### config.mk
export PLATFORM = sky130hd
export DESIGN_NAME = prap_front_flat
export DESIGN_NICKNAME = d
export VERILOG_FILES = /design/src/rtl/core/prap_pkg.sv /design/src/rtl/core/prap_in_if.sv /design/src/rtl/core/prap_front.sv /design/src/flat_wrapper.sv
export SDC_FILE = /design/constraint.sdc
export NUM_CORES = 1
export LEC_CHECK = 0
export BUFFER_PORTS_ARGS = -buffer_cell sky130_fd_sc_hd__buf_2
export CORE_ASPECT_RATIO = 0.5
export CORE_MARGIN = 2
export CORE_UTILIZATION = 45
export DETAILED_ROUTE_END_ITERATION = 6
export GPL_TIMING_DRIVEN = 0
export PLACE_DENSITY_LB_ADDON = 0.05
export REMOVE_ABC_BUFFERS = 1
export SETUP_SLACK_MARGIN = 0.1
export SLEW_MARGIN = 10
export SYNTH_ARGS = -nofsm -noshare
export SYNTH_HDL_FRONTEND = slang
export SYNTH_SLANG_ARGS = --single-unit
### constraint.sdc
create_clock -name clk -period 6 [get_ports clk]
set_clock_uncertainty 0.05 [all_clocks]
set_input_delay 0.9 -clock clk [delete_from_list [all_inputs] [get_ports clk]]
set_output_delay 0.9 -clock clk [all_outputs]
set_load 0.05 [all_outputs]
### src/rtl/core/prap_pkg.sv
// Package for the point rotate about pivot block: widths, register codes,
// the CORDIC arctangent table and the item type carried between front and back.
// No dependencies.
`timescale 1ns / 1ps

package prap_pkg;

  // Coordinate and register widths
  localparam int COORD_W    = 24;
  localparam int ANGLE_W    = 16;
  localparam int CFG_DATA_W = 24;
  localparam int CFG_IDX_W  = 2;

  // Register indexes on the configuration port
  localparam logic [CFG_IDX_W-1:0] REG_ANGLE   = 2'd0;
  localparam logic [CFG_IDX_W-1:0] REG_PIVOT_X = 2'd1;
  localparam logic [CFG_IDX_W-1:0] REG_PIVOT_Y = 2'd2;

  // CORDIC sizing
  localparam int CORDIC_STAGES = 16;
  localparam int ATAN_ENTRIES  = 24;
  localparam int NSTG = (CORDIC_STAGES < ATAN_ENTRIES) ? CORDIC_STAGES : ATAN_ENTRIES;
  localparam int GUARD_BITS  = 6;
  localparam int ANGLE_SHIFT = 17;   // 2^-13 rad units to 2^-30 rad units
  localparam int XW = 34;            // x/y datapath, holds CORDIC gain plus sqrt(2) growth
  localparam int ZW = 34;            // residual angle, Q2.30 plus headroom
  localparam int DW = COORD_W + 1;   // point minus pivot

  localparam logic signed [ANGLE_W-1:0] ANGLE_MAX = 16'sd25736;
  localparam logic signed [ANGLE_W-1:0] ANGLE_MIN = -16'sd25736;
  localparam logic signed [ZW-1:0]      HALF_PI   = 34'sd1686629713;

  // Gain correction: x * KINV, split into two partial products
  localparam int KINV_W      = 30;
  localparam logic signed [KINV_W:0] KINV = 31'sd652032874;
  localparam int LO_W        = XW / 2;
  localparam int HI_W        = XW - LO_W;
  localparam int PP_W        = LO_W + KINV_W + 2;
  localparam int ACC_W       = 66;
  localparam int ROUND_SHIFT = 36;
  localparam logic signed [ACC_W-1:0] ROUND_BIAS = 66'sd34359738368;   // 2^35
  localparam int RND_W       = 28;
  localparam int SUM_W       = RND_W + 1;
  localparam logic signed [SUM_W-1:0] COORD_MAX = 29'sd8388607;
  localparam logic signed [SUM_W-1:0] COORD_MIN = -29'sd8388608;

  // Queue between front and back
  localparam int QDEPTH = 4;
  localparam int QAW    = $clog2(QDEPTH);

  typedef logic signed [XW-1:0] xval_t;
  typedef logic signed [ZW-1:0] zval_t;

  typedef struct packed {
    xval_t x;
    xval_t y;
    zval_t z;
    logic  final_point;
  } item_t;

  // atan(2^-i) * 2^30, truncated
  function automatic zval_t atan_q30(input int idx);
    zval_t v;
    case (idx)
      0:  v = 34'sd843314856;
      1:  v = 34'sd497837829;
      2:  v = 34'sd263043836;
      3:  v = 34'sd133525158;
      4:  v = 34'sd67021686;
      5:  v = 34'sd33543515;
      6:  v = 34'sd16775850;
      7:  v = 34'sd8388437;
      8:  v = 34'sd4194282;
      9:  v = 34'sd2097149;
      10: v = 34'sd1048575;
      11: v = 34'sd524287;
      12: v = 34'sd262143;
      13: v = 34'sd131071;
      14: v = 34'sd65535;
      15: v = 34'sd32767;
      16: v = 34'sd16383;
      17: v = 34'sd8191;
      18: v = 34'sd4095;
      19: v = 34'sd2047;
      20: v = 34'sd1023;
      21: v = 34'sd511;
      22: v = 34'sd255;
      23: v = 34'sd127;
      default: v = '0;
    endcase
    return v;
  endfunction

endpackage

### src/rtl/core/prap_in_if.sv
// Input channel: one map point per beat, valid/ready handshake.
// Depends on prap_pkg.
`timescale 1ns / 1ps

interface prap_in_if;
  import prap_pkg::*;

  logic                      valid;
  logic                      ready;
  logic signed [COORD_W-1:0] point_x;
  logic signed [COORD_W-1:0] point_y;
  logic                      final_point;

  modport source (output valid, output point_x, output point_y, output final_point,
                  input ready);
  modport sink   (input valid, input point_x, input point_y, input final_point,
                  output ready);
endinterface

### src/rtl/core/prap_front.sv
// Front end: takes input beats, subtracts the pivot, clamps the angle and
// folds it into the CORDIC range by a quarter turn. Depends on prap_pkg, prap_in_if.
`timescale 1ns / 1ps

module prap_front (
  input  logic                                clk,
  input  logic                                rst_n,
  prap_in_if.sink                             in_bus,
  input  logic signed [prap_pkg::ANGLE_W-1:0] angle_i,
  input  logic signed [prap_pkg::COORD_W-1:0] pivot_x_i,
  input  logic signed [prap_pkg::COORD_W-1:0] pivot_y_i,
  output prap_pkg::item_t                     item_o,
  output logic                                item_valid_o,
  input  logic                                item_ready_i
);
  import prap_pkg::*;

  logic                      valid_r, valid_nxt;
  item_t                     item_r, item_nxt;
  logic                      accept;
  logic signed [ANGLE_W-1:0] ang_c;
  zval_t                     z0;
  logic signed [DW-1:0]      dx, dy;
  xval_t                     gx, gy;

  assign in_bus.ready = !valid_r || item_ready_i;
  assign accept       = in_bus.valid && in_bus.ready;

  // Angle clamp to +/- pi, then scale to 2^-30 rad
  always_comb begin
    if (angle_i > ANGLE_MAX) begin
      ang_c = ANGLE_MAX;
    end else if (angle_i < ANGLE_MIN) begin
      ang_c = ANGLE_MIN;
    end else begin
      ang_c = angle_i;
    end
    z0 = ZW'(ang_c) <<< ANGLE_SHIFT;
  end

  // Offset from pivot with guard bits
  always_comb begin
    dx = DW'(in_bus.point_x) - DW'(pivot_x_i);
    dy = DW'(in_bus.point_y) - DW'(pivot_y_i);
    gx = XW'(dx) <<< GUARD_BITS;
    gy = XW'(dy) <<< GUARD_BITS;
  end

  // Quarter-turn pre-rotation keeps the residual angle within CORDIC reach
  always_comb begin
    item_nxt.final_point = in_bus.final_point;
    if (z0 > HALF_PI) begin
      item_nxt.x = -gy;
      item_nxt.y = gx;
      item_nxt.z = z0 - HALF_PI;
    end else if (z0 < -HALF_PI) begin
      item_nxt.x = gy;
      item_nxt.y = -gx;
      item_nxt.z = z0 + HALF_PI;
    end else begin
      item_nxt.x = gx;
      item_nxt.y = gy;
      item_nxt.z = z0;
    end
  end

  always_comb begin
    if (accept) begin
      valid_nxt = 1'b1;
    end else if (item_ready_i) begin
      valid_nxt = 1'b0;
    end else begin
      valid_nxt = valid_r;
    end
  end

  always_ff @(posedge clk) begin
    if (!rst_n) begin
      valid_r <= 1'b0;
    end else begin
      valid_r <= valid_nxt;
    end
  end

  always_ff @(posedge clk) begin
    if (accept) begin
      item_r <= item_nxt;
    end
  end

  assign item_o       = item_r;
  assign item_valid_o = valid_r;

endmodule

### src/flat_wrapper.sv
// flat-port wrapper written by rule: the top's interface ports become plain ports
module prap_front_flat import prap_pkg::*;
  (clk, rst_n, angle_i, pivot_x_i, pivot_y_i, item_o, item_valid_o, item_ready_i, in_bus_valid, in_bus_point_x, in_bus_point_y, in_bus_final_point, in_bus_ready);
  prap_in_if in_bus_i ();
  input  logic clk;
  input  logic rst_n;
  input  logic signed [prap_pkg::ANGLE_W-1:0] angle_i;
  input  logic signed [prap_pkg::COORD_W-1:0] pivot_x_i;
  input  logic signed [prap_pkg::COORD_W-1:0] pivot_y_i;
  output prap_pkg::item_t item_o;
  output logic item_valid_o;
  input  logic item_ready_i;
  input wire logic [$bits(in_bus_i.valid)-1:0] in_bus_valid;
  input wire logic [$bits(in_bus_i.point_x)-1:0] in_bus_point_x;
  input wire logic [$bits(in_bus_i.point_y)-1:0] in_bus_point_y;
  input wire logic [$bits(in_bus_i.final_point)-1:0] in_bus_final_point;
  output wire logic [$bits(in_bus_i.ready)-1:0] in_bus_ready;
  assign in_bus_i.valid = in_bus_valid;
  assign in_bus_i.point_x = in_bus_point_x;
  assign in_bus_i.point_y = in_bus_point_y;
  assign in_bus_i.final_point = in_bus_final_point;
  assign in_bus_ready = in_bus_i.ready;
  prap_front u_core (.clk(clk), .rst_n(rst_n), .in_bus(in_bus_i), .angle_i(angle_i), .pivot_x_i(pivot_x_i), .pivot_y_i(pivot_y_i), .item_o(item_o), .item_valid_o(item_valid_o), .item_ready_i(item_ready_i));
endmodule
Yosys cells after proc, flatten, opt, wreduce, memory -nomap -nowiden
Index checks and enable logic that the tools add are counted.
- bits of input ports: 117
- word-level logic and storage cells: 28
- register bits: 104
- output and inout port bits: 105
- $lt $le $gt $ge: 4
- multiplexer cells: 6
- bitwise operators: 1
- reduce and logical (&&, ||, !) cells: 5
- add/subtract/negate cells: 6
- operators by type and width (kind ; count):
    $mux W102 ; 2
    $neg A31 Y34 ; 2
    $sub A24 B24 Y25 ; 2
    $add A33 B32 Y34 const B ; 1
    $sub A33 B32 Y34 const B ; 1
    $gt A33 B32 Y1 const B ; 1
    $lt A33 B32 Y1 const B ; 1
    $mux W16 ; 2
    $gt A16 B16 Y1 const B ; 1
    $lt A16 B16 Y1 const B ; 1
    $mux W1 ; 2
    $reduce_bool A2 Y1 ; 1
    $reduce_or A2 Y1 ; 1
    $logic_and A1 B1 Y1 ; 1
    $logic_not A1 Y1 ; 1
    $logic_or A1 B1 Y1 ; 1
    $not A1 Y1 ; 1

Logic depth before layout (Yosys ltp)
- word-level depth: 6
- depth in mapped cells: 26
- depth with buffers taken out: 23

Worst setup path before layout
No wires, ideal clock.
- path type: input port to flip-flop
- start point: in angle_i[3] in the netlist's numbering
- end point: reg u_core.item_r (netlist bit u_core.item_o[93]) (data pin)
- required time: 5.681 ns
- library setup time: 0.269 ns
- stages on the path: 25
- arrival time: 5.665 ns
- path slack: 0.015 ns
- buffers on the path: 4
- path through: and3_1 > a21o_1 > a31oi_1 > nor2_1 > o31ai_1 > ha_1 > clkbuf_1 > clkbuf_1 > nor2_1 > nand2_1 > inv_1 > ha_1 > nor2b_1 > a21oi_1 > nor3b_1 > a21oi_1 > and4b_1 > nor4_1 > or3b_2 > ha_1 > inv_1 > clkbuf_1 > clkbuf_1 > mux2i_1 > mux2i_1
- RTL lines (element ; RTL line ; text):
    start, declared ; flat_wrapper.sv:7 ; input logic signed [prap_pkg::ANGLE_W-1:0] angle_i;
    end signal, assigned ; prap_front.sv:87 ; item_r <= item_nxt;
    end, declared ; prap_front.sv:19 ; item_t item_r, item_nxt;

==> metrics list <==
- Worst VDD drop: 0.1575 mV
* Total of max-cap violations: 0
- For this design the top-level I/O count stands at 222.
* Share of synthesized area occupied by flip-flops and latches: 27.08%
- Crit-path leading delay family: simple AND/OR/NAND/NOR gates
- STA classifies the critical path startpoint as a primary input.
* Status: completed
- Dominant synthesized flop cell: edfxtp_1
- At the pin with the least slew margin, the transition time is 0.9908 ns.
- Total via count in the routed design: just under 9000
- Port buffer count: ~210
* NumNets Final: 1432
* Setup_tns: 0 ns
- Category of the worst setup path capture point: flop
- The largest total area in the synthesized netlist belongs to edfxtp_1.
- With fillers left out, the area of the finished cells amounts to between 10000 and 15000 um^2.
- Global-route wire length before repair: 41260 um
- Hold is met by just under 0.5 ns.
* Arrival time reported for the critical path endpoint: 5.68 ns
- CTS H-tree lvls: 3
* Slowest CP cell: or3b_2
- For this design, the sink count on the clock tree is 78.
- Largest net degree at the start of global routing: a little under 60
- DP Area: 9727 um^2
* Area added between synthesis and finish: 19.07%
* Type of the most critical hold path: reg2reg
* Chain of cells forming the critical path: buf_2 > and3_1 > a21o_1 > a31oi_1 > nor2_1 > o31ai_2 > ha_4 > nor2_4 > nand2_1 > inv_1 > ha_1 > nor2b_2 > a21oi_1 > nor3b_2 > a21oi_1 > and4b_1 > nor4_1 > or3b_2 > ha_4 > buf_4 > nand2_2 > clkinv_4 > a21oi_1 > mux2_2
- Warnings from Yosys: 0
* Async set or reset register ratio after synthesis: 0%
- Yosys attributes the largest share of cell area to edfxtp_1 27%, ha_1 8.0%, a21oi_1 5.5%.
* Die boundary width: 199.7 um
* Cell seen most often among critical-path stages: a21oi_1
- After detailed routing, the number of remaining DRC violations is 0.
- Global routing usage summed across all routing layers: 25.68%
* RSZ-0062 raised after global routing: no
- The worst setup path is of the in2reg kind.
- In this run the standard cell core region covers 18570 um^2.
- Counting both buffers and inverters, the worst setup path holds a total of 4.
* Highest routed layer: met4
* Clock latency on the worst-skew pair: between 0.3 and 0.4 ns
- Peak fanout along the critical path: 15
* Hold_buf cts: 0
* Total routed wire length on the met1 layer: 12860 um
- The count of pins over their slew limit was 0.
* Most common cell in the netlist: nand2_1
- Synthesis instantiated 87 different standard cells from the library.
- After synthesis the netlist holds a flip-flop and latch count of a little under 80.
* Total gr overflow: 0
* Die boundary height: approximately 100 um
- The final-report hold violation count was 0.
* Post-detailed-placement half-perimeter wirelength: 19570 um
- Design Power: 2.786 mW
- After clock tree synthesis, the clock-pin slew on the worst setup and hold paths is about 0.070 ns.
- Counting instances in the post-synthesis netlist gives the leading cell types as 97 x nand2_1, 95 x nor2_1, 94 x a21oi_1, 77 x edfxtp_1, 71 x inv_1.
* Min Tclk post-route: 5.620 ns
- Dividing the detail-routed wire length by the instance count gives 17.53 um.
- Clock buffer depth: 2
* Wire length after detailed routing: between 20000 and 30000 um
- The die covers between 20000 and 25000 um^2.
* Number of antenna repair diodes: 0
- Vias per cell: between 5 and 6
* Leakage power: 4.452 nW
- The initial antenna violation count is 0.
- Post-synth EDFFs: just under 80
- At the end of routability-driven placement, the weighted congestion stood at 0.8709.
* Number of global-route vias before repair: between 7000 and 8000
- Number of detailed-route iterations in the first pass: 5
- Cells with a size suffix above 1 make up 22.80% of the layout.
- Once routing completed, OpenROAD measured the worst setup slack at around 0.38 ns.
- Setup-violating endpoint count in the final report: 0
- After the first detailed-routing iteration, the DRC count stood at 640.
- Fraction of synthesized cell area taken by the top area cell type: 26.84%
- Power per Cell Area: 271.6 nW/um^2
* Final ANT Viol Nets: 0
- Total standard cell area after synthesis: about 8600 um^2
- Clock tree synthesis inserted a total of 9 buffers.
* Worst setup slack before clock tree synthesis: -2.057 ns
- The cell sitting at the root of the clock tree is a clkbuf_16.
- Rows: 35
- For this run, the top clock speed supported by timing is 177.9 MHz.
- TritonCTS built the clock tree.
- Largest stage delay on the critical path: between 0.5 and 0.6 ns
- Final worst-path cycle share: 93.67%
* Remaining max-slew budget at the tightest pin: around 34%
* Met3 wirelength from detailed routing: 1879 um
- Required time of the critical path: 6.06 ns
- Initial cell density of the core: 46.39%
- Gate Count Post-Synth: roughly 1100
- Per-instance average area after synthesis: 7.938 um^2
- The routed design uses about 12000 um of met2 wire.
-- cells by family after synthesis --
logic type | share of synthesized area [%]
AND/OR/NAND/NOR | 22.75
AO/OA/AOI/OAI | 26.60
buffers and inverters | 7.757
flip-flops | 27.08
adder cells (fa/ha/maj) | 8.454
XOR/XNOR | 4.576
multiplexers | 2.745
other | 0.04354
-- repair_timing --
item / in CTS / in global routing
gates resized for setup: 15 / 5
pin swaps: 2 / 2
cloned: 2 / 0
setup buffers: 12 / 2
setup endpoints to repair: 73 / 54
-- per-stage QoR --
step | utilization (%) | instances
global route | 55.24 | 1522
floorplan | - | 1018
global placement | 51.87 | 1486
finish | 55.24 | 1522
CTS | 55.03 | 1520
detailed placement | 52.39 | 1490
-- sequential cells by signal, summed over array words and instances (netlist names) --
signal / flops
u_core.item_o: 77
u_core.item_valid_o: 1
-- cell type report --
cell class	count	area [um^2]
clock buffer	10	229.0
inverter	73	289.0
sequential	78	2332
multi-input combinational	867	5731
tap	259	324.1
fill	1781	8312
timing repair buffer	227	1250
timing repair inverter	2	15.01
clock inverter	6	86.33
-- placed cells by master, fill, tap and decap left out, types with 14 or more instances in the layout --
cell,instances
o22ai_1,15
nor3_1,32
xor2_1,23
xnor2_1,22
nand3_1,28
a21oi_1,94
ha_1,53
a211oi_1,20
nand4_1,14
or3_1,14
nor2_1,93
o211ai_1,15
nand2b_1,16
nand2_1,96
buf_2,209
inv_1,69
mux2i_1,18
o21ai_0,66
edfxtp_1,77
a21o_1,19
-- layer usage --
| layer | track usage (%) | vias to the layer above |
|---|---|---|
| li1 | - | 4370 |
| met3 | 3.960 | 30 |
| met5 | 0 | - |
| met1 | 37.69 | 4238 |
| met4 | 4.103 | 0 |
| met2 | 40.76 | 314 |
-- power by group --
| part | internal, mW | switching, mW |
|---|---|---|
| clock | 0.364 | 0.241 |
| sequential | 0.725 | 0.0348 |
| combinational | 0.442 | 0.978 |
| total | 1.53 | 1.25 |
-- worst reg2reg max path, stage by stage (launching register included) --
cell and delay [ns]:
dfxtp_1 0.31, nand2b_1 0.10, and2_4 0.35, buf_16 0.32
-- final timing paths --
kind	endpoint	slack, ns	cells after the start	start
setup / recovery	u_core.item_o[26]	0.38	24	angle_i[5]
hold / removal	u_core.item_valid_o	0.49	2	u_core.item_valid_o
setup reg to reg	u_core.item_o[79]	4.47	3	u_core.item_valid_o
hold reg to reg	u_core.item_valid_o	0.49	2	u_core.item_valid_o
No activity file was read; power rests on OpenSTA's default activity.
