===== src/rtl/core/prap_pkg.sv =====
// Package for the point rotate about pivot block: widths, register codes,
// the CORDIC arctangent table and the item type carried between front and back.
// No dependencies.
`timescale 1ns / 1ps

package prap_pkg;

  // Coordinate and register widths
  localparam int COORD_W    = 24;
  localparam int ANGLE_W    = 16;
  localparam int CFG_DATA_W = 24;
  localparam int CFG_IDX_W  = 2;

  // Register indexes on the configuration port
  localparam logic [CFG_IDX_W-1:0] REG_ANGLE   = 2'd0;
  localparam logic [CFG_IDX_W-1:0] REG_PIVOT_X = 2'd1;
  localparam logic [CFG_IDX_W-1:0] REG_PIVOT_Y = 2'd2;

  // CORDIC sizing
  localparam int CORDIC_STAGES = 16;
  localparam int ATAN_ENTRIES  = 24;
  localparam int NSTG = (CORDIC_STAGES < ATAN_ENTRIES) ? CORDIC_STAGES : ATAN_ENTRIES;
  localparam int GUARD_BITS  = 6;
  localparam int ANGLE_SHIFT = 17;   // 2^-13 rad units to 2^-30 rad units
  localparam int XW = 34;            // x/y datapath, holds CORDIC gain plus sqrt(2) growth
  localparam int ZW = 34;            // residual angle, Q2.30 plus headroom
  localparam int DW = COORD_W + 1;   // point minus pivot

  localparam logic signed [ANGLE_W-1:0] ANGLE_MAX = 16'sd25736;
  localparam logic signed [ANGLE_W-1:0] ANGLE_MIN = -16'sd25736;
  localparam logic signed [ZW-1:0]      HALF_PI   = 34'sd1686629713;

  // Gain correction: x * KINV, split into two partial products
  localparam int KINV_W      = 30;
  localparam logic signed [KINV_W:0] KINV = 31'sd652032874;
  localparam int LO_W        = XW / 2;
  localparam int HI_W        = XW - LO_W;
  localparam int PP_W        = LO_W + KINV_W + 2;
  localparam int ACC_W       = 66;
  localparam int ROUND_SHIFT = 36;
  localparam logic signed [ACC_W-1:0] ROUND_BIAS = 66'sd34359738368;   // 2^35
  localparam int RND_W       = 28;
  localparam int SUM_W       = RND_W + 1;
  localparam logic signed [SUM_W-1:0] COORD_MAX = 29'sd8388607;
  localparam logic signed [SUM_W-1:0] COORD_MIN = -29'sd8388608;

  // Queue between front and back
  localparam int QDEPTH = 4;
  localparam int QAW    = $clog2(QDEPTH);

  typedef logic signed [XW-1:0] xval_t;
  typedef logic signed [ZW-1:0] zval_t;

  typedef struct packed {
    xval_t x;
    xval_t y;
    zval_t z;
    logic  final_point;
  } item_t;

  // atan(2^-i) * 2^30, truncated
  function automatic zval_t atan_q30(input int idx);
    zval_t v;
    case (idx)
      0:  v = 34'sd843314856;
      1:  v = 34'sd497837829;
      2:  v = 34'sd263043836;
      3:  v = 34'sd133525158;
      4:  v = 34'sd67021686;
      5:  v = 34'sd33543515;
      6:  v = 34'sd16775850;
      7:  v = 34'sd8388437;
      8:  v = 34'sd4194282;
      9:  v = 34'sd2097149;
      10: v = 34'sd1048575;
      11: v = 34'sd524287;
      12: v = 34'sd262143;
      13: v = 34'sd131071;
      14: v = 34'sd65535;
      15: v = 34'sd32767;
      16: v = 34'sd16383;
      17: v = 34'sd8191;
      18: v = 34'sd4095;
      19: v = 34'sd2047;
      20: v = 34'sd1023;
      21: v = 34'sd511;
      22: v = 34'sd255;
      23: v = 34'sd127;
      default: v = '0;
    endcase
    return v;
  endfunction

endpackage


===== src/rtl/core/prap_fifo.sv =====
// Short queue of prepared items between the front end and the rotator.
// Depends on prap_pkg.
`timescale 1ns / 1ps

module prap_fifo (
  input  logic            clk,
  input  logic            rst_n,
  input  prap_pkg::item_t push_item_i,
  input  logic            push_valid_i,
  output logic            push_ready_o,
  output prap_pkg::item_t pop_item_o,
  output logic            pop_valid_o,
  input  logic            pop_ready_i
);
  import prap_pkg::*;

  item_t            mem_r [QDEPTH];
  logic [QAW-1:0]   wptr_r, wptr_nxt;
  logic [QAW-1:0]   rptr_r, rptr_nxt;
  logic [QAW:0]     cnt_r, cnt_nxt;
  logic             push, pop;

  assign push_ready_o = (cnt_r != (QAW+1)'(QDEPTH));
  assign pop_valid_o  = (cnt_r != '0);
  assign push         = push_valid_i && push_ready_o;
  assign pop          = pop_valid_o && pop_ready_i;
  assign pop_item_o   = mem_r[rptr_r];

  // Pointer and fill count update
  always_comb begin
    wptr_nxt = push ? wptr_r + 1'b1 : wptr_r;
    rptr_nxt = pop  ? rptr_r + 1'b1 : rptr_r;
    cnt_nxt  = cnt_r;
    if (push && !pop) begin
      cnt_nxt = cnt_r + 1'b1;
    end else if (pop && !push) begin
      cnt_nxt = cnt_r - 1'b1;
    end
  end

  always_ff @(posedge clk) begin
    if (!rst_n) begin
      wptr_r <= '0;
      rptr_r <= '0;
      cnt_r  <= '0;
    end else begin
      wptr_r <= wptr_nxt;
      rptr_r <= rptr_nxt;
      cnt_r  <= cnt_nxt;
    end
  end

  always_ff @(posedge clk) begin
    if (push) begin
      mem_r[wptr_r] <= push_item_i;
    end
  end

endmodule


===== config.mk =====
export PLATFORM = sky130hd
export DESIGN_NAME = prap_fifo
export DESIGN_NICKNAME = d
export VERILOG_FILES = /design/src/rtl/core/prap_pkg.sv /design/src/rtl/core/prap_fifo.sv
export SDC_FILE = /design/constraint.sdc
export NUM_CORES = 1
export LEC_CHECK = 0
export ABC_AREA = 1
export BUFFER_PORTS_ARGS = -buffer_cell sky130_fd_sc_hd__buf_2
export CORE_MARGIN = 2
export CORE_UTILIZATION = 45
export DETAILED_ROUTE_END_ITERATION = 6
export GPL_ROUTABILITY_DRIVEN = 0
export PLACE_DENSITY = 0.68
export SLEW_MARGIN = 20
export SYNTH_ARGS = -nofsm -noshare
export SYNTH_HDL_FRONTEND = slang
export SYNTH_SLANG_ARGS = --single-unit

===== constraint.sdc =====
create_clock -name clk -period 12.55 [get_ports clk]
set_clock_uncertainty 0.1 [all_clocks]
set_input_delay 1.8825 -clock clk [delete_from_list [all_inputs] [get_ports clk]]
set_output_delay 1.8825 -clock clk [all_outputs]
set_load 0.01 [all_outputs]

-- Word-level counts from Yosys, hierarchy flattened
Memories as Yosys holds them, arrays and structs flattened. A register that Yosys moved wholly into a read port is not among the register bits.
Index checks and enable logic that the tools add are counted.
- bits in registers: 7
- RAM bits: 412
- input bits: 107
- output and inout bits: 105
- word-level logic and storage cells: 23
- memories: 1
- add/sub/neg operators: 4
- equality and inequality tests: 1
- muxes and demuxes: 6
- reduce and logical (&&, ||, !) cells: 8
- memories (name ; depth ; width ; read ports ; clocked after memory_dff ; write ports ; line ; RTL):
    mem_r ; 4 ; 103 ; 1 ; 1 ; 1 ; prap_fifo.sv:17 ; item_t mem_r [QDEPTH];
- operators by type and width (operator ; number):
    two-way mux 3 bit ; 2
    adder 2 x 1 -> 2 bit, second input constant ; 2
    logical AND 1 bit ; 4
    two-way mux 2 bit ; 2
    adder 3 x 1 -> 3 bit, second input constant ; 1
    inequality test 3 bit, second input constant ; 1
    nonzero test 3 bit ; 1
    subtractor 3 x 1 -> 3 bit, second input constant ; 1
    logical NOT 1 bit ; 2
    two-way mux 1 bit ; 2
    nonzero test 2 bit ; 1

-- Logic depth before layout (Yosys ltp)
Gate-level depths: netlist of the first run.
- depth after elaboration: 6
- depth in mapped cells: 13

-- Worst setup path before layout of the first run
No wires, ideal clock.
- path kind: input -> register
- from: input port push_valid_i
- to: memory mem_r[0][0] (netlist bit) (enable)
- library setup time: 0.566 ns
- arrival: 6.283 ns
- required time: 11.884 ns
- slack: 5.601 ns
- cell stages on the path: 2
- buffers on the path: 0
- cells stage by stage: nand2_1 -> nor2_1
- word-level cells in the longest chain between the ends: 3
- ends and longest elaborated chain (what ; line ; RTL):
    start: declaration ; prap_fifo.sv:9 ; input logic push_valid_i,
    logical AND 1 bit ; prap_fifo.sv:25 ; assign push = push_valid_i && push_ready_o;
    two-way mux 1 bit ; prap_fifo.sv:54 ; if (push) begin
    two-way mux 1 bit (not written as such) ; prap_fifo.sv:55 ; mem_r[wptr_r] <= push_item_i;
    end: declaration ; prap_fifo.sv:17 ;
No other way between the ends.

==> results of run 1 <==
## layout by cell type, fill, tap and decap left out, types with 4 or more instances in the layout
cell type  netlist  layout
clkinv_2         0       6
o21ai_0        201     201
nor2_4           0       4
buf_2            8     211
nor2_1         220     216
o22ai_1        103     103
dfxtp_1          9       7
inv_1           15      14
nand2_1         15      15
clkinv_1         0       8
edfxtp_1       412     412
nand3_1          4       4
clkbuf_1        40       9
o21ai_1          6       6
clkbuf_16        0      45
ha_1             5       5
buf_4            5      12
## kinds of logic (layout without fill, tap and decap cells)
kind of cell,Yosys count,in the layout,share of synthesized area (%)
flops,421,421,80.0
compound gates,313,313,10.8
simple gates,240,240,5.79
buf+inv,83,316,2.87
fa+ha+maj,6,6,0.526
xor+xnor,1,1,0.0558
other cells,0,3,0
## layout make-up
type	instances	area share, %
antenna	3	0.0407
clock buffer	55	6.36
sequential	421	68.1
clock inverter	21	1.01
inverter	16	0.359
timing repair buffer	224	6.32
multi-input combinational	560	14.8
tap	455	3.08
## metal layers
layer,up-vias,global-route usage [%]
li1,4407,-
met3,59,5.24
met4,14,4.32
met2,231,29.3
met1,4580,22.6
met5,-,0
## synth_stat cells
cell type and count:
a21oi_1 3, buf_2 8, buf_4 5, buf_6 14, clkbuf_1 40, dfxtp_1 9, edfxtp_1 412, fa_1 1
ha_1 5, inv_1 15, inv_6 1, nand2_1 15, nand3_1 4, nand3b_1 1, nor2_1 220, o21ai_0 201
o21ai_1 6, o22ai_1 103, xor2_1 1
## metrics by stage
step / util, % / power, mW / hold slack (ns)
detailed placement: 49.5 / 2.64 / 0.384
CTS: 53.5 / 3.86 / 0.393
global placement: 49.5 / 2.62 / 0.378
floorplan: - / 2.33 / 0.365
finish: 53.6 / 3.81 / 0.390
global route: 53.5 / 4.00 / 0.417
## path summary, 6_finish.rpt
path              startpoint             end  slack [ns]
setup / recovery   flip-flop  pop_item_o[90]        7.44
hold reg to reg    rptr_r[1]       flip-flop        0.39
setup reg to reg    cnt_r[0]   mem_r[1][101]        9.80
hold / removal     rptr_r[1]       flip-flop        0.39
## critical path, delay by kind of cell (launching register included)
kind                   cells  cell delay [ns]
DFF                        1             0.42
AOI/OAI and AO/OA          2             0.42
buffers and inverters      3             1.59
## registers in the layout, indices dropped and copies added (netlist names), named ones only
name,cells
rptr_r,2
wptr_r,2
cnt_r,3
mem_r,412
## power by group through the flow
stage	combinational [mW]	clock [mW]	sequential (mW)
detailed placement	0.851	0	1.79
finish	0.839	1.22	1.76
floorplan	0.541	0	1.79
CTS	0.854	1.25	1.76
global placement	0.837	0	1.78
global route	0.932	1.30	1.77
==> impl_metrics.yaml, run 1 <==
pwr:
  seqPwrFrac_pct: 46.1
  p_comb_share_pct: 22.0
  powerDensity_nw_per_um2: 207
  power.leakage_nw: 6.42
  clock_power_share_pct: 31.9
  p_switching_mw: 1.11
  p_int_mw: 2.70
  vdd_drop_max_mv: 0.175
  switching_share_pct: 29.2
route:
  dr_wl_met3_um: 2490
  highest_layer: "met5"
  viasPerCell: 5.29
  wl_met1_um: 13700
  drc: 0
  dr.pass1.iters: 5
  dr_wl_met2_um: 15600
  post_drt_wl_per_cell_um: 18.5
  drt-total-wl_um: 32500
  antenna_left: 0
  dr.first_iter.drc_count: 682
  vias: 9291
grt:
  track_usage_pct: 17.6
  grt_start_max_net_pins: 110
  grt_pass1_wl_um: 49600
  gr-total-overflow: 0
  antenna_found_initial: 9
  first_global_vias: 9057
synthesis:
  yosys_warnings: 0
  yosysSeqAreaShare_pct: 80.0
  ys_types: 19
  yosysTopAreaCell: "edfxtp_1"
  synthCells: 1064
  ys_seq_elements: 421
  synth.cell_area_um2: 15700
  synth_nets: 1177
  synth_top_area_share_pct: 78.8
  ys_top_cells_by_area: "edfxtp_1 (79%), o21ai_0 (6.4%), nor2_1 (5.3%)"
  syn_avg_cell_area_um2: 14.8
sta:
  worst_pin_slew_ns: 1.05
  fin_crit_sh_pct: 40.7
  max_slew_margin_pct: 30.2
  drv_slew: 0
  setup_viol: 0
  setup_ws_ns: 7.44
  rsz0062_at_grt: "no"
  max_freq_mhz: 196
  fin_crit_ns: 5.11
  final-hold-violation-count: 0
  fin_tns_setup_ns: 0
worst_setup_path:
  reg2reg_depth: 5
  endpoint_kind: "output port"
  crit_slowest_cell: "buf_4"
  cp_cell_sequence: "inv_6 -> buf_4 -> o21ai_0 -> o22ai_1 -> buf_2"
  critPathArrivalTime_ns: 3.12
  cp-start-kind: "flip-flop"
  critPathKind: "reg2out"
  crit_fanout: 109
  required_ns: 10.57
  max_stage_delay_ns: 0.87
placement:
  dpl.cell_count: 1675
  io_buffers: 211
  dp_slack_ns: 7.80
  dp.final_hpwl_um: 17900
  placed_area_um2: 17100
cts:
  cts_buffers: 43
  cts_hold_buffers: 0
  cts_root_buf: "clkbuf_16"
  clock_latency_ns: 0.52
  cts_max_level: 2
  cts_buffer_depth: 3
  ctsResizeCount: 0
  cts_tree: "done"
  postCtsSetupBuffers: 0
  clk_pin_slew_ns: 0.06
  cts_sinks: 421
floorplan:
  core_um2: 34500
  io_pins: 212
  die_w_um: 191
  start_util_pct: 45.6
  die_h_um: 191
  die_area_um2: 36400
  rows: 68
cells_and_area:
  design_area_um2: 18500
  syn_to_final_growth_pct: 17.6
  drive_gt1_share_pct: 22.4
  layout.cells.non_filler: 1755
  multi_input_area_um2: 2730
  seq_area_um2: 12600
  nNetsFinal: 1379
  fillers: 2814
worst_hold_path:
  holdPathStages: 2
  hold_class: "reg2reg"
flow_run:
  cap_violations: 0
run_status:
  outcome: "finished clean"
Note: power is estimated with default switching activity, not from simulation.
==> inputs of run 2 (changes only) <==
==> constraint.sdc (replaced) <==
create_clock -name clk -period 4.7 [get_ports clk]
set_clock_uncertainty 0.1 [all_clocks]
set_input_delay 0.705 -clock clk [delete_from_list [all_inputs] [get_ports clk]]
set_output_delay 0.705 -clock clk [all_outputs]
set_load 0.01 [all_outputs]
==> run 2 against run 1 <==
Net effect: first-iteration DRC count grew 5.1%; combinational power increased to 2.7 times the previous value; final cell count is 0.17% higher; global-route usage rose by 0.42 points; worst setup slack worse by 6.4 ns; sequential power grew to 2.7 times the previous value; die area is the same; hold slack worse by 0.12 ns; non-clock buffer count up 2; final area up 0.56%; count of clock-buffer cells in the layout decreased by 2; wire length is 1.4% higher; critical endpoint is now pop_item_o[42]; highest routed layer unchanged.
==> impl_metrics.yaml, run 2 (same netlist as run 1, synthesis figures left out) <==
run_status:
  outcome: "finished clean"
floorplan:
  start_util_pct: 45.6
  die_w_um: 191
  io_pins: 212
  rows: 68
  die_area_um2: 36400
  die_h_um: 191
  core_um2: 34500
worst_setup_path:
  crit_fanout: 107
  endpoint_kind: "output port"
  crit_slowest_cell: "dfxtp_4"
  cp_cell_sequence: "inv_6 -> buf_4 -> o21ai_0 -> o22ai_1 -> buf_2"
  max_stage_delay_ns: 0.84
  critPathKind: "reg2out"
  required_ns: 3.89
  path_buf_inv: 3
  critPathTopFamily: "buffers and inverters"
  cp-start-kind: "flip-flop"
  critPathArrivalTime_ns: 2.87
pwr:
  powerDensity_nw_per_um2: 555
  total_power_mw: 10.3
  power.leakage_nw: 6.46
  vdd_drop_max_mv: 0.347
cts:
  cts_buffer_depth: 3
  cts_root_buf: "clkbuf_16"
  cts_sinks: 421
  cts_hold_buffers: 0
  cts_buffers: 43
  cts_max_level: 2
  clock_latency_ns: 0.53
  ctsResizeCount: 0
  postCtsSetupBuffers: 0
  cts_tree: "done"
  clk_pin_slew_ns: 0.06
sta:
  fin_crit_ns: 3.68
  max_freq_mhz: 272
  final-hold-violation-count: 0
  worst_pin_slew_ns: 0.842
  fin_crit_sh_pct: 78.3
  max_slew_margin_pct: 43.9
  drv_slew: 0
  setup_viol: 0
  rsz0062_at_grt: "no"
  hold_ws_ns: 0.272
cells_and_area:
  multi_input_area_um2: 2730
  nNetsFinal: 1381
  top_regs: "mem_r: 412 flops, cnt_r: 3 flops"
  fin_util_pct: 53.9
  drive_gt1_share_pct: 22.5
  layout_commonest_cell: "edfxtp_1"
  fillers: 2818
  largest_reg_flops: 412
  final_cell_mix: "edfxtp_1 (412), nor2_1 (216), buf_2 (211)"
  regMostFlops: "mem_r"
  syn_to_final_growth_pct: 18.2
  seq_area_um2: 12600
route:
  vias: 9364
  drc: 0
  drt-total-wl_um: 33000
  antenna_left: 0
  post_drt_wl_per_cell_um: 18.8
  dr.first_iter.drc_count: 717
  dr.pass1.iters: 4
  viasPerCell: 5.33
grt:
  antenna_found_initial: 11
  gr-total-overflow: 0
  first_global_vias: 9194
  track_usage_pct: 18.0
  grt_pass1_wl_um: 50200
  grt_start_max_net_pins: 136
placement:
  io_buffers: 211
  dp.final_hpwl_um: 18000
worst_hold_path:
  hold_class: "in2reg"
flow_run:
  cap_violations: 0
run 2: metal layers:
metal,global-route usage [%],vias to the layer above,part of all wire (%)
met5,0,-,0.26
met4,4.95,14,1.6
met3,5.41,51,7.7
met2,30.1,252,49
met1,22.8,4626,42
li1,-,4421,-
run 2: where the power goes:
| group | internal, mW | switching (mW) |
|---|---|---|
| registers | 4.56 | 0.163 |
| logic | 0.737 | 1.50 |
| clock network | 2.02 | 1.33 |
run 2: layout make-up:
type | count | share of cell area, %
Antenna cell | 3 | 0.0405
Clock inverter | 24 | 1.30
Tap cell | 455 | 3.07
Timing Repair Buffer | 226 | 6.63
Sequential cell | 421 | 67.7
Inverter | 16 | 0.357
Clock buffer | 53 | 6.23
Multi-Input combinational cell | 560 | 14.7
run 2: stage by stage:
stage	instance area [µm²]	TNS [ns]	cells	setup WS, ns
after detailed placement	17200	0	1678	1.54
after floorplan	15700	-441.61	1064	-1.07
final	18600	0	1758	1.02
after global routing	18600	0	1756	0.851
after global placement	17200	0	1678	1.58
after CTS	18600	0	1755	0.972
run 2: worst paths after layout:
check | from | end | slack (ns) | depth (start not counted)
worst min register to register | rptr_r[0] | rptr_r[0] | 0.42 | 2
worst min-delay path | push_item_i[28] | mem_r[3][28] | 0.27 | 1
worst max-delay path | flip-flop | pop_item_o[42] | 1.02 | 5
worst max register to register | cnt_r[0] | mem_r[2][61] | 2.16 | 5
